**config.mk**
```make
export PLATFORM = sky130hd
export DESIGN_NAME = hall_key_hysteresis_detector
export DESIGN_NICKNAME = d
export VERILOG_FILES = /design/src/rtl/hkhd_pkg.sv /design/src/rtl/hkhd_sensor_bank.sv /design/src/rtl/hall_key_hysteresis_detector.sv
export SDC_FILE = /design/constraint.sdc
export NUM_CORES = 1
export LEC_CHECK = 0
export ABC_AREA = 1
export BUFFER_PORTS_ARGS = -buffer_cell sky130_fd_sc_hd__buf_2
export CAP_MARGIN = 0
export CORE_MARGIN = 2
export CORE_UTILIZATION = 52
export CTS_CLUSTER_SIZE = 20
export DETAILED_ROUTE_END_ITERATION = 10
export PLACE_DENSITY = 0.7
export SYNTH_ARGS = -nofsm -noshare
export SYNTH_HDL_FRONTEND = slang
export SYNTH_SLANG_ARGS = --single-unit
```
**constraint.sdc**
```tcl
create_clock -name clk_i -period 15.3 [get_ports clk_i]
set_input_delay 3.06 -clock clk_i [delete_from_list [all_inputs] [get_ports clk_i]]
set_output_delay 3.06 -clock clk_i [all_outputs]
set_load 0.005 [all_outputs]
```
**src/rtl/hkhd_pkg.sv**
```systemverilog
// Shared constants and types of the Hall key hysteresis detector.
`timescale 1ns / 1ps

package hkhd_pkg;

  localparam int IDX_W     = 4;
  localparam int RAW_W     = 13;
  localparam int MV_W      = 12;
  localparam int THR_W     = 12;
  localparam int CFG_IDX_W = 2;
  localparam int CFG_DAT_W = 12;

  localparam int SENSORS_DEF  = 16;
  localparam int SAMPLES_DEF  = 8;
  localparam int ADC_BITS_DEF = 12;

  localparam int unsigned MV_FULL = 3300;

  localparam logic [THR_W-1:0] HYST_RST   = 12'd50;
  localparam logic             CAL_EN_RST = 1'b1;
  localparam logic [THR_W-1:0] SWING_RST  = 12'd800;
  localparam logic [THR_W-1:0] DFLT_RST   = 12'd0;

  typedef enum logic [CFG_IDX_W-1:0] {
    CFG_HYSTERESIS = 2'd0,
    CFG_CAL_ENABLE = 2'd1,
    CFG_SWING      = 2'd2,
    CFG_DEFAULT    = 2'd3
  } cfg_idx_e;

  typedef enum logic [1:0] {
    EV_NONE    = 2'd0,
    EV_PRESS   = 2'd1,
    EV_RELEASE = 2'd2
  } key_event_e;

  typedef struct packed {
    logic [THR_W-1:0] hysteresis_mv;
    logic             calibrate_enable;
    logic [THR_W-1:0] active_swing_mv;
    logic [THR_W-1:0] default_threshold_mv;
  } cfg_t;

  typedef struct packed {
    logic            window_done;
    logic [MV_W-1:0] average_mv;
    logic            key_pressed;
    key_event_e      key_event;
    logic            calibrated_now;
  } bank_res_t;

endpackage

```
**src/rtl/hkhd_sensor_bank.sv**
```systemverilog
// Per-sensor window accumulation, calibration and hysteresis state.
`timescale 1ns / 1ps

module hkhd_sensor_bank
  import hkhd_pkg::*;
#(
  parameter int SENSORS = SENSORS_DEF,
  parameter int SAMPLES = SAMPLES_DEF
) (
  input  logic             clk_i,
  input  logic             rst_ni,
  input  logic             fire_i,
  input  logic [IDX_W-1:0] sensor_i,
  input  logic             err_i,
  input  logic [MV_W-1:0]  mv_i,
  input  cfg_t             cfg_i,
  output bank_res_t        res_o
);

  localparam int SIDX_W = (SENSORS > 1) ? $clog2(SENSORS) : 1;
  localparam int CNT_W  = (SAMPLES > 1) ? $clog2(SAMPLES) : 1;
  localparam int SUM_W  = $clog2(MV_FULL * SAMPLES + 1);
  localparam int CLOG_S = $clog2(SAMPLES);
  localparam int SH     = SUM_W + CLOG_S;
  localparam int unsigned RECIP = ((2 ** SH) + SAMPLES - 1) / SAMPLES;
  localparam int AVG_PW = SH + MV_W;

  logic [SUM_W-1:0] sum_q   [SENSORS];
  logic [CNT_W-1:0] cnt_q   [SENSORS];
  logic             press_q [SENSORS];
  logic             calib_q [SENSORS];
  logic [THR_W-1:0] thr_q   [SENSORS];

  logic              idx_ok;
  logic [SIDX_W-1:0] sel;
  logic [SUM_W-1:0]  sum_new;
  logic              done;
  logic [AVG_PW-1:0] avg_prod;
  logic [MV_W-1:0]   avg;
  logic              calib;
  logic [THR_W-1:0]  thr_use;
  logic [THR_W:0]    thr_raw;
  logic [THR_W-1:0]  thr_new;
  logic              do_press;
  logic              do_release;
  logic              press_next;

  assign idx_ok   = ({1'b0, sensor_i} < (IDX_W + 1)'(SENSORS));
  assign sel      = idx_ok ? sensor_i[SIDX_W-1:0] : '0;
  assign sum_new  = sum_q[sel] + SUM_W'(mv_i);
  assign done     = idx_ok && !err_i && (cnt_q[sel] == CNT_W'(SAMPLES - 1));
  assign avg_prod = AVG_PW'(sum_new) * AVG_PW'(RECIP);
  assign avg      = avg_prod[SH +: MV_W];

  assign calib   = done && cfg_i.calibrate_enable && !calib_q[sel] && (avg != '0);
  assign thr_use = calib_q[sel] ? thr_q[sel] : cfg_i.default_threshold_mv;
  assign thr_raw = {1'b0, avg} + {2'b00, cfg_i.active_swing_mv[THR_W-1:1]};
  assign thr_new = thr_raw[THR_W] ? '1 : thr_raw[THR_W-1:0];

  assign do_press   = done && !calib && !press_q[sel] && (avg >= thr_use);
  assign do_release = done && !calib && press_q[sel]
                      && (({1'b0, avg} + {1'b0, cfg_i.hysteresis_mv}) <= {1'b0, thr_use});
  assign press_next = do_press ? 1'b1 : (do_release ? 1'b0 : press_q[sel]);

  always_comb begin
    res_o                = '0;
    res_o.key_event      = EV_NONE;
    res_o.window_done    = done;
    res_o.average_mv     = done ? avg : '0;
    res_o.key_pressed    = idx_ok && press_next;
    res_o.calibrated_now = calib;
    if (do_press) begin
      res_o.key_event = EV_PRESS;
    end else if (do_release) begin
      res_o.key_event = EV_RELEASE;
    end
  end

  always_ff @(posedge clk_i or negedge rst_ni) begin
    if (!rst_ni) begin
      sum_q   <= '{default: '0};
      cnt_q   <= '{default: '0};
      press_q <= '{default: 1'b0};
      calib_q <= '{default: 1'b0};
    end else if (fire_i && idx_ok) begin
      if (err_i || done) begin
        sum_q[sel] <= '0;
        cnt_q[sel] <= '0;
      end else begin
        sum_q[sel] <= sum_new;
        cnt_q[sel] <= cnt_q[sel] + CNT_W'(1);
      end
      press_q[sel] <= press_next;
      if (calib) begin
        calib_q[sel] <= 1'b1;
      end
    end
  end

  always_ff @(posedge clk_i) begin
    if (fire_i && calib) begin
      thr_q[sel] <= thr_new;
    end
  end

endmodule

```
**src/rtl/hall_key_hysteresis_detector.sv**
```systemverilog
// Top level of the Hall key detector: sample scaling pipeline and result register.
//
// Channel  Direction  Handshake                 Payload
// in       sink       in_valid_i / in_stall_o   sensor_index_i, adc_raw_i, adc_error_i
// out      source     out_valid_o / out_stall_i result_sensor_o ... calibrated_now_o
// cfg      sink       cfg_valid_i / cfg_ready_o cfg_index_i, cfg_data_i
//
// One item is accepted per cycle while the pipeline is not held by out_stall_i.
// Stages: input register, clamp and multiply, divide by full scale, per-sensor
// read-modify-write of the window state into the result register.
// The whole pipeline holds while a result waits under out_stall_i.
// Reset clears all window, press and calibration flags at once; cfg is always ready.
`timescale 1ns / 1ps

module hall_key_hysteresis_detector
  import hkhd_pkg::*;
#(
  parameter int SENSORS  = SENSORS_DEF,
  parameter int SAMPLES  = SAMPLES_DEF,
  parameter int ADC_BITS = ADC_BITS_DEF
) (
  input  logic                 clk_i,
  input  logic                 rst_ni,
  input  logic                 in_valid_i,
  output logic                 in_stall_o,
  input  logic [IDX_W-1:0]     sensor_index_i,
  input  logic signed [RAW_W-1:0] adc_raw_i,
  input  logic                 adc_error_i,
  output logic                 out_valid_o,
  input  logic                 out_stall_i,
  output logic [IDX_W-1:0]     result_sensor_o,
  output logic                 window_done_o,
  output logic [MV_W-1:0]      average_mv_o,
  output logic                 key_pressed_o,
  output logic [1:0]           key_event_o,
  output logic                 calibrated_now_o,
  input  logic                 cfg_valid_i,
  output logic                 cfg_ready_o,
  input  logic [CFG_IDX_W-1:0] cfg_index_i,
  input  logic [CFG_DAT_W-1:0] cfg_data_i
);

  localparam int PW = ADC_BITS + 12;
  localparam logic signed [17:0] FULL_S = 18'((1 << ADC_BITS) - 1);
  localparam logic signed [17:0] HALF_S = 18'(1 << (ADC_BITS - 1));
  localparam logic [PW:0] FULL_U = (PW + 1)'((1 << ADC_BITS) - 1);

  cfg_t cfg_q;

  logic adv;

  logic                   s1_valid_q;
  logic [IDX_W-1:0]       s1_idx_q;
  logic signed [RAW_W-1:0] s1_raw_q;
  logic                   s1_err_q;

  logic                   s2_valid_q;
  logic [IDX_W-1:0]       s2_idx_q;
  logic [PW-1:0]          s2_prod_q;
  logic                   s2_err_q;

  logic                   s3_valid_q;
  logic [IDX_W-1:0]       s3_idx_q;
  logic [MV_W-1:0]        s3_mv_q;
  logic                   s3_err_q;

  logic                   out_valid_q;
  logic [IDX_W-1:0]       out_idx_q;
  bank_res_t              out_res_q;

  logic signed [17:0]     raw_x;
  logic signed [17:0]     raw_off;
  logic [ADC_BITS-1:0]    val;
  logic [PW-1:0]          prod_d;
  logic [PW:0]            q_sum;
  logic [PW:0]            q_est;
  logic [PW:0]            rem;
  logic [MV_W-1:0]        mv_d;
  bank_res_t              bank_res;

  assign adv         = !out_valid_q || !out_stall_i;
  assign in_stall_o  = !adv;
  assign cfg_ready_o = 1'b1;

  // clamp the offset sample to the converter range and scale by full-scale mV
  always_comb begin
    raw_x   = 18'(s1_raw_q);
    raw_off = (raw_x < 0) ? raw_x + HALF_S : raw_x;
    if (raw_off < 0) begin
      raw_off = '0;
    end else if (raw_off > FULL_S) begin
      raw_off = FULL_S;
    end
    val    = raw_off[ADC_BITS-1:0];
    prod_d = PW'(val) * PW'(MV_FULL);
  end

  // divide by 2^ADC_BITS - 1: shift-add estimate plus one correction step
  always_comb begin
    q_sum = {1'b0, s2_prod_q} + (PW + 1)'(s2_prod_q >> ADC_BITS);
    q_est = q_sum >> ADC_BITS;
    rem   = {1'b0, s2_prod_q} - (q_est << ADC_BITS) + q_est;
    mv_d  = q_est[MV_W-1:0] + MV_W'(rem >= FULL_U);
  end

  always_ff @(posedge clk_i or negedge rst_ni) begin
    if (!rst_ni) begin
      cfg_q.hysteresis_mv        <= HYST_RST;
      cfg_q.calibrate_enable     <= CAL_EN_RST;
      cfg_q.active_swing_mv      <= SWING_RST;
      cfg_q.default_threshold_mv <= DFLT_RST;
    end else if (cfg_valid_i && cfg_ready_o) begin
      unique case (cfg_idx_e'(cfg_index_i))
        CFG_HYSTERESIS: cfg_q.hysteresis_mv        <= cfg_data_i;
        CFG_CAL_ENABLE: cfg_q.calibrate_enable     <= cfg_data_i[0];
        CFG_SWING:      cfg_q.active_swing_mv      <= cfg_data_i;
        CFG_DEFAULT:    cfg_q.default_threshold_mv <= cfg_data_i;
        default:        cfg_q                      <= cfg_q;
      endcase
    end
  end

  always_ff @(posedge clk_i or negedge rst_ni) begin
    if (!rst_ni) begin
      s1_valid_q  <= 1'b0;
      s2_valid_q  <= 1'b0;
      s3_valid_q  <= 1'b0;
      out_valid_q <= 1'b0;
    end else if (adv) begin
      s1_valid_q  <= in_valid_i;
      s2_valid_q  <= s1_valid_q;
      s3_valid_q  <= s2_valid_q;
      out_valid_q <= s3_valid_q;
    end
  end

  always_ff @(posedge clk_i) begin
    if (adv) begin
      s1_idx_q  <= sensor_index_i;
      s1_raw_q  <= adc_raw_i;
      s1_err_q  <= adc_error_i;
      s2_idx_q  <= s1_idx_q;
      s2_prod_q <= prod_d;
      s2_err_q  <= s1_err_q;
      s3_idx_q  <= s2_idx_q;
      s3_mv_q   <= mv_d;
      s3_err_q  <= s2_err_q;
      out_idx_q <= s3_idx_q;
      out_res_q <= bank_res;
    end
  end

  hkhd_sensor_bank #(
    .SENSORS (SENSORS),
    .SAMPLES (SAMPLES)
  ) u_bank (
    .clk_i    (clk_i),
    .rst_ni   (rst_ni),
    .fire_i   (s3_valid_q && adv),
    .sensor_i (s3_idx_q),
    .err_i    (s3_err_q),
    .mv_i     (s3_mv_q),
    .cfg_i    (cfg_q),
    .res_o    (bank_res)
  );

  assign out_valid_o      = out_valid_q;
  assign result_sensor_o  = out_idx_q;
  assign window_done_o    = out_res_q.window_done;
  assign average_mv_o     = out_res_q.average_mv;
  assign key_pressed_o    = out_res_q.key_pressed;
  assign key_event_o      = out_res_q.key_event;
  assign calibrated_now_o = out_res_q.calibrated_now;

  a_stall_only_on_out_stall : assert property (@(posedge clk_i) disable iff (!rst_ni)
    in_stall_o |-> (out_valid_o && out_stall_i))
    else $error("input stalled without a held result");

  a_event_matches_state : assert property (@(posedge clk_i) disable iff (!rst_ni)
    (out_valid_o && key_event_o != EV_NONE) |->
      (window_done_o && (key_pressed_o == (key_event_o == EV_PRESS))))
    else $error("key event disagrees with press state");

  a_calib_no_event : assert property (@(posedge clk_i) disable iff (!rst_ni)
    (out_valid_o && calibrated_now_o) |->
      (window_done_o && key_event_o == EV_NONE && average_mv_o != '0))
    else $error("calibration window carried an event");

  a_avg_only_when_done : assert property (@(posedge clk_i) disable iff (!rst_ni)
    (out_valid_o && !window_done_o) |-> (average_mv_o == '0 && !calibrated_now_o))
    else $error("average reported without a finished window");

endmodule

```
==> impl_results.md, run 1 <==
* Largest net degree at the start of global routing at 92
* Crit path from: s3_idx_q[0]$_DFFE_PN_
* Via count at 25194
* Least-Margin Pin Slew at 1302 ps
* RSZ-0062 raised after global routing: false
* Most common cell on crit path: nand2_1
* Synthesis-stage register bit count at 639
* Total gr overflow at 0
* Inserted Diodes at 0
* Setup crit end: key_pressed_o$_DFFE_PN_
* Post-Synth Adder-Cell Area at 0.09196
* Netlist cell types at 53
* CTS Root Cell: clkbuf_16
* Syn-to-layout area delta at 10.95%
* Max Cap Viol at 0
* Critical R2R Launch: s3_idx_q[0]$_DFFE_PN_
* Critical R2R Capture: key_pressed_o$_DFFE_PN_
* Post-layout min period at 7589 ps
* 1st-iter DRT viols at 2570
* Post-CTS Setup Inserts at 0
* Nets@finish at 3855
* CTS tree: done
* Post-Route Setup TNS at 0 ps
* Final setup vio count at 0
* Layout cells sized above 1 at 0.07749
* Post-DRT Antenna Nets at 0
* Worst-path fanout max at 42
* Post-Syn Instances at 3565
* Vias per Instance at 5.601
* Ys async rst share at 0.5634
* Syn_area_per_cell at 9.289 sq um
* Core Box Area at 0.06297 sq mm
* Clock Pin Slew Worst Setup and Hold Paths at 60 ps
* Mapped Area at 0.03312 sq mm
* Status: finished clean
* Fin. max-slew vios at 0
* Max frequency at 131.8 MHz
* Part of the Yosys area used for sequential elements at 0.5241
* CP Data Arrival Time at 7920 ps
* Synthesis Warnings at 0
* Post-synthesis simple-gate area fraction at 0.1275
* Top FF cell, synth: dfrtp_1
* Clock Latency Late Sink at 630 ps
* R2r worst-path depth at 32
* Max Root-Sink Buffers at 3
* CTS Hold Bufs at 0
* Count of input and output buffers at 59
* Mux cell area share after synthesis at 0.01481
* Worst EP required at 15630 ps
* Num ports at 61
* R2r setup slk at 7710 ps
* Startpoint Class: flop
* Post-synthesis xor/xnor area fraction at 0.01904
* Routability cong. at 0.9049
* H-tree levels at 3
* Final WL at 90230 um
* Syn_nets at 3825
* Number of synthesized flops with an enable pin at 275
* CP max stage delay at 850 ps
* Die ar. at 0.06572 sq mm
* Setup crit end kind: flop
* Starting Density at 0.5260
* Compound-Gate Fraction of Synth Area at 0.1477
* Initial antenna violation count at 1
* CTS Sinks at 639
* Final hold viol count at 0
* Max_slew headroom at 0.1291
* HPWL Detailed at 60670 um
* Largest family of logic cells by synthesized area: compound AO/OA/AOI/OAI gates
* Post-CTS Resized at 0
* First-pass GRT wire length at 139100 um
* Crit path max-delay cell type: edfxtp_1
* Vias in the first global route at 24072
* Die Wd at 256.4 um
* WS Path Type: reg -> reg
* Tcrit/Tclk final at 0.4960
* Final clock skew at 26.48 ps
* GRT Util Overall at 0.2735
* FP Rows at 92
* DR WL/cell at 20.06 um
* Drt drc at 0
* Cts bufs inserted at 71
* Die H at 256.4 um
* Hold crit path type: reg -> reg
* Drt first pass iters at 5
[registers in the layout, summed over array words and instances, names as in the netlist, 2 cells and up, named ones only]
register,count
u_bank.thr_q,192
s2_idx_q,4
u_bank.sum_q,240
s1_idx_q,4
s1_raw_q,13
key_event_o,2
s3_mv_q,12
result_sensor_o,4
u_bank.calib_q,16
u_bank.cnt_q,48
u_bank.press_q,16
cfg_q,36
s3_idx_q,4
average_mv_o,12
s2_prod_q,22
[worst min-delay path by stage]
stage,start,to,slack (ps),depth (start not counted)
floorplan,s1_err_q$_DFFE_PN_,s2_err_q$_DFFE_PN_,400,0
global placement,s2_err_q$_DFFE_PN_,s3_err_q$_DFFE_PN_,410,0
detailed placement,s2_err_q$_DFFE_PN_,s3_err_q$_DFFE_PN_,410,0
CTS,s1_err_q$_DFFE_PN_,s2_err_q$_DFFE_PN_,420,0
global route,s1_err_q$_DFFE_PN_,s2_err_q$_DFFE_PN_,410,0
finish,s1_err_q$_DFFE_PN_,s2_err_q$_DFFE_PN_,420,0
[cells in the final DEF (no fill, tap or decap), drive strengths merged, types with 2 or more instances in the layout]
| cell | instances |
|---|---|
| bufinv | 5 |
| clkinvlp | 3 |
| nand4 | 25 |
| ha | 189 |
| nand3 | 52 |
| dfrtp | 353 |
| a21oi | 218 |
| o211ai | 25 |
| xnor2 | 28 |
| o21a | 4 |
| nor4 | 7 |
| nor3b | 2 |
| a2111o | 2 |
| mux2i | 49 |
| edfxtp | 275 |
| or2 | 7 |
| a21o | 9 |
| a31oi | 5 |
| buf | 120 |
| o21bai | 3 |
| inv | 483 |
| o21ai | 457 |
| o221ai | 6 |
| fa | 34 |
| dfxtp | 4 |
| or4 | 6 |
| a221oi | 2 |
| clkinv | 21 |
| nand3b | 3 |
| xor2 | 44 |
| o22ai | 67 |
| nand2 | 705 |
| a21boi | 2 |
| nor3 | 16 |
| nor2 | 229 |
| a22oi | 82 |
| dfstp | 7 |
| clkbuf | 98 |
[critical path, delay by kind of cell (launching register included)]
| kind | cells | cell delay (ps) |
|---|---|---|
| adders and majority gates | 4 | 1350 |
| and+or+nand+nor | 15 | 2030 |
| AOI/OAI and AO/OA | 5 | 1180 |
| DFF | 1 | 850 |
| xor gates and xnor gates | 1 | 170 |
| buffers and inverters | 7 | 1620 |
[area by class of cell]
cell class | count | area (sq um)
clock inverter | 32 | 386.6
fill | 5442 | 26220
inverter | 480 | 1802
timing repair buffer | 120 | 763.2
clock buffer | 98 | 2064
tap | 846 | 1059
multi-input combinational | 2283 | 13310
sequential | 639 | 17360
[cells in the mapped netlist, types with 24 or more instances]
cell      instances  area [sq um]
a22oi_1          82         615.6
o22ai_1          67         419.2
inv_1           464          1742
xor2_1           44         385.4
ha_1            189          2365
nand4_1          24         150.1
nand3_1          51         255.2
a21oi_1         218          1091
edfxtp_1        275          8258
nand2_1         701          2631
o21ai_0         443          2217
o211ai_1         25         187.7
xnor2_1          28         245.2
fa_1             34         680.7
clkbuf_1        134         503.0
mux2i_1          49         490.5
dfrtp_1         353          8833
nor2_1          224         840.8
[through the flow]
step	setup WS [ps]	cells	hold WS [ps]	instance area [sq um]	utilization
floorplan	8970	3565	400.3	33120	-
global placement	7960	4368	408.7	34290	0.5446
detailed placement	7761	4368	406.8	34290	0.5446
CTS	7770	4498	419.6	36740	0.5836
global route	6975	4498	412.5	36740	0.5836
finish	7711	4498	419.9	36740	0.5836
[layer usage]
metal	GRT usage	vias up	wire (um)
li1	-	12026	-
met1	0.3923	11942	39810
met2	0.4118	1023	39570
met3	0.05130	203	7273
met4	0.1088	0	3587
met5	0	-	0
[cell families after synthesis]
logic type | Yosys count
compound gates | 886
flops | 639
xor+xnor | 72
simple gates | 1052
buf+inv | 643
fa+ha+maj | 223
other cells | 1
mux | 49
Power of run 1 is left out: the tool's default activity adds up to more than one toggle a clock period on the data nets, which glitch-free logic cannot reach.
==> run 2: changes to the inputs <==
--- a/config.mk
+++ b/config.mk
@@ -5,14 +5,14 @@
 export SDC_FILE = /design/constraint.sdc
 export NUM_CORES = 1
 export LEC_CHECK = 0
-export ABC_AREA = 1
+export ABC_AREA = 0
 export BUFFER_PORTS_ARGS = -buffer_cell sky130_fd_sc_hd__buf_2
 export CAP_MARGIN = 0
 export CORE_MARGIN = 2
 export CORE_UTILIZATION = 52
 export CTS_CLUSTER_SIZE = 20
 export DETAILED_ROUTE_END_ITERATION = 10
-export PLACE_DENSITY = 0.7
+export PLACE_DENSITY = 0.73
 export SYNTH_ARGS = -nofsm -noshare
 export SYNTH_HDL_FRONTEND = slang
 export SYNTH_SLANG_ARGS = --single-unit
==> constraint.sdc (replaced) <==
create_clock -name clk_i -period 6.59 [get_ports clk_i]
set_input_delay 1.318 -clock clk_i [delete_from_list [all_inputs] [get_ports clk_i]]
set_output_delay 1.318 -clock clk_i [all_outputs]
set_load 0.005 [all_outputs]
==> impl_results.md, run 2 <==
* Post-Syn Instances at 2569 (was 3565)
* Critical R2R Capture: u_bank.press_q[4]$_DFFE_PN0P_ (was key_pressed_o$_DFFE_PN_)
* CTS Sinks at 639 (unchanged)
* Most frequent cells in the layout: dfrtp_1, nand2_1, o21ai_0 (was nand2_1, inv_1, o21ai_0)
* Syn_nets at 2829 (was 3825)
* Netlist cell types at 70 (was 53)
* Num ports at 61 (unchanged)
* Synthesis Warnings at 0 (unchanged)
* Drt drc at 0 (unchanged)
* R2r worst-path depth at 28 (was 32)
* Crit path from: s3_idx_q[0]$_DFFE_PN_ (unchanged)
* Syn_area_per_cell at 12.57 sq um (was 9.289 sq um)
* First-pass GRT wire length at 125300 um (was 139100 um)
* Crit path max-delay cell type: mux4_2 (was edfxtp_1)
* CP Data Arrival Time at 6790 ps (was 7920 ps)
* Final hold viol count at 0 (unchanged)
* Post-layout min period at 6300 ps (was 7589 ps)
* Top FF cell, synth: dfrtp_1 (unchanged)
* HPWL Detailed at 53150 um (was 60670 um)
* Vias in the first global route at 21604 (was 24072)
* Routability cong. at 0.9475 (was 0.9049)
* Number of synthesized flops with an enable pin at 275 (unchanged)
* Startpoint Class: flop (unchanged)
* FP Rows at 91 (was 92)
* Die H at 253.2 um (was 256.4 um)
* Synthesis-stage register bit count at 639 (unchanged)
* CTS Root Cell: clkbuf_16 (unchanged)
* Max Root-Sink Buffers at 3 (unchanged)
* Post-DRT Antenna Nets at 0 (unchanged)
* Status: finished clean (unchanged)
* Least-Margin Pin Slew at 1155 ps (was 1302 ps)
* Syn-to-layout area delta at 12.13% (was 10.95%)
* Core Box Area at 0.06160 sq mm (was 0.06297 sq mm)
* Via count at 21336 (was 25194)
* Final worst slack at 289.5 ps (was 7711 ps)
* Post-Route Setup TNS at 0 ps (unchanged)
* Max_slew headroom at 0.2290 (was 0.1291)
* Max FFs per register at 240 (unchanged)
* Mapped Area at 0.03230 sq mm (was 0.03312 sq mm)
* Clock Latency Late Sink at 620 ps (was 630 ps)
* Max Cap Viol at 0 (unchanged)
* Hold crit path type: reg -> reg (unchanged)
* Final setup vio count at 0 (unchanged)
* CP max stage delay at 520 ps (was 850 ps)
* Most common cell in the netlist: dfrtp_1 (was nand2_1)
* Cts bufs inserted at 69 (was 71)
* Drt first pass iters at 5 (unchanged)
* Area of the multi-input gates at 0.01399 sq mm (was 0.01331 sq mm)
* Inserted Diodes at 0 (unchanged)
* Critical R2R Launch: s3_idx_q[0]$_DFFE_PN_ (unchanged)
* Pre-CTS WS at 100.5 ps (was 7761 ps)
* Tcrit/Tclk final at 0.9561 (was 0.4960)
* GRT Util Overall at 0.2577 (was 0.2735)
* Ys async rst share at 0.5634 (unchanged)
* Initial antenna violation count at 1 (unchanged)
* WS Path Type: reg -> reg (unchanged)
* Count of input and output buffers at 59 (unchanged)
* Most flops, register: u_bank.sum_q (unchanged)
* Largest regs: u_bank.sum_q (240), u_bank.thr_q (192), u_bank.cnt_q (48) (unchanged)
* Die ar. at 0.06412 sq mm (was 0.06572 sq mm)
* Final WL at 80840 um (was 90230 um)
* Die Wd at 253.2 um (was 256.4 um)
* Part of the Yosys area used for sequential elements at 0.5374 (was 0.5241)
* Clock Pin Slew Worst Setup and Hold Paths at 60 ps (about the same)
* Setup crit end: u_bank.press_q[4]$_DFFE_PN0P_ (was key_pressed_o$_DFFE_PN_)
* Max frequency at 158.7 MHz (was 131.8 MHz)
* H-tree levels at 3 (unchanged)
* Vias per Instance at 6.017 (was 5.601)
* Top cells by area, synth: dfrtp_1, edfxtp_1, mux4_2 (was dfrtp_1, edfxtp_1, nand2_1)
* Nets@finish at 2912 (was 3855)
* Largest net degree at the start of global routing at 161 (was 92)
* Layout cells sized above 1 at 0.1942 (was 0.07749)
* Commonest non-fill, non-tap cell in the layout: dfrtp_1 (was nand2_1)
* DR WL/cell at 22.80 um (was 20.06 um)
* R2r setup slk at 290 ps (was 7710 ps)
* Synth top area share at 0.2735 (was 0.2667)
* # fillers at 4760 (was 5442)
* Setup crit end kind: flop (unchanged)
* CTS Hold Bufs at 0 (unchanged)
* Post-synth top cells: dfrtp_1, nand2_1, o21ai_0 (was nand2_1, inv_1, o21ai_0)
* Hold WS at 423.2 ps (was 419.9 ps)
* Sequential Area at 0.01736 sq mm (unchanged)
* Worst EP required at 7080 ps (was 15630 ps)
* CTS tree: done (unchanged)
* Biggest area consumer among synthesized cells: dfrtp_1 (unchanged)
* Starting Density at 0.5243 (was 0.5260)
* 1st-iter DRT viols at 2144 (was 2570)
* Total gr overflow at 0 (unchanged)
* Fin. max-slew vios at 0 (unchanged)
* Worst-path fanout max at 16 (was 42)
* HP Start: s1_idx_q[0]$_DFFE_PN_ (was s1_err_q$_DFFE_PN_)
* Final clock skew at 15.07 ps (was 26.48 ps)
* Most common cell on crit path: ha_1 (was nand2_1)
## run 2: timing repair
action	4_1_cts	5_1_grt
setup endpoints to repair	0	28
gates resized for setup	0	19
endpoints found under the hold margin	0	0
setup buffers	0	4
## run 2: worst min-delay path by stage
stage / endpoint / slack [ps] / cells after the start
2_1_floorplan: s2_err_q$_DFFE_PN_ / 400 / 0
3_3_place_gp: s2_idx_q[0]$_DFFE_PN_ / 400 / 0
3_5_place_dp: s2_idx_q[1]$_DFFE_PN_ / 410 / 0
4_1_cts: s2_idx_q[0]$_DFFE_PN_ / 420 / 0
5_1_grt: s2_err_q$_DFFE_PN_ / 430 / 0
6_report: s2_idx_q[0]$_DFFE_PN_ / 420 / 0
## run 2: stage by stage
step | util | cell area (sq um) | std cells
5_1_grt | 0.5879 | 36210 | 3546
6_report | 0.5879 | 36210 | 3546
2_1_floorplan | - | 32380 | 2569
3_3_place_gp | 0.5492 | 33830 | 3413
4_1_cts | 0.5859 | 36090 | 3541
3_5_place_dp | 0.5492 | 33830 | 3413
## run 2: area by class of cell
type | instances | area share
tap | 837 | 0.02892
inverter | 127 | 0.01316
sequential | 639 | 0.4794
timing repair buffer | 151 | 0.02978
clock buffer | 92 | 0.05310
clock inverter | 36 | 0.009294
multi-input combinational | 1664 | 0.3864
## run 2: cell families (layout without fill, tap and decap cells)
logic type / after synthesis / count (layout) / share of synthesized area
mux: 238 / 238 / 0.1368
other cells: 1 / 1 / 0.0001161
buf+inv: 266 / 406 / 0.03227
flops: 639 / 639 / 0.5374
xor+xnor: 77 / 77 / 0.02088
fa+ha+maj: 223 / 223 / 0.09430
simple gates: 568 / 568 / 0.07671
compound gates: 557 / 557 / 0.1015
## run 2: critical path, delay by kind of cell, from the launching register on
family / cells / cell delay (ps)
and+or+nand+nor: 4 / 460
adders and majority gates: 4 / 990
AOI/OAI and AO/OA: 12 / 2540
muxes: 2 / 990
buffers and inverters: 5 / 730
DFF: 1 / 330
xor gates and xnor gates: 1 / 120
## run 2: per-layer routing
metal / global-route usage / up-vias / part of all wire
met5: 0 / - / 0
met4: 0.1035 / 0 / 0.039
met3: 0.04533 / 168 / 0.070
met2: 0.4149 / 793 / 0.48
met1: 0.3497 / 10794 / 0.41
li1: - / 9581 / -
Power of run 2 is left out for the same reason.
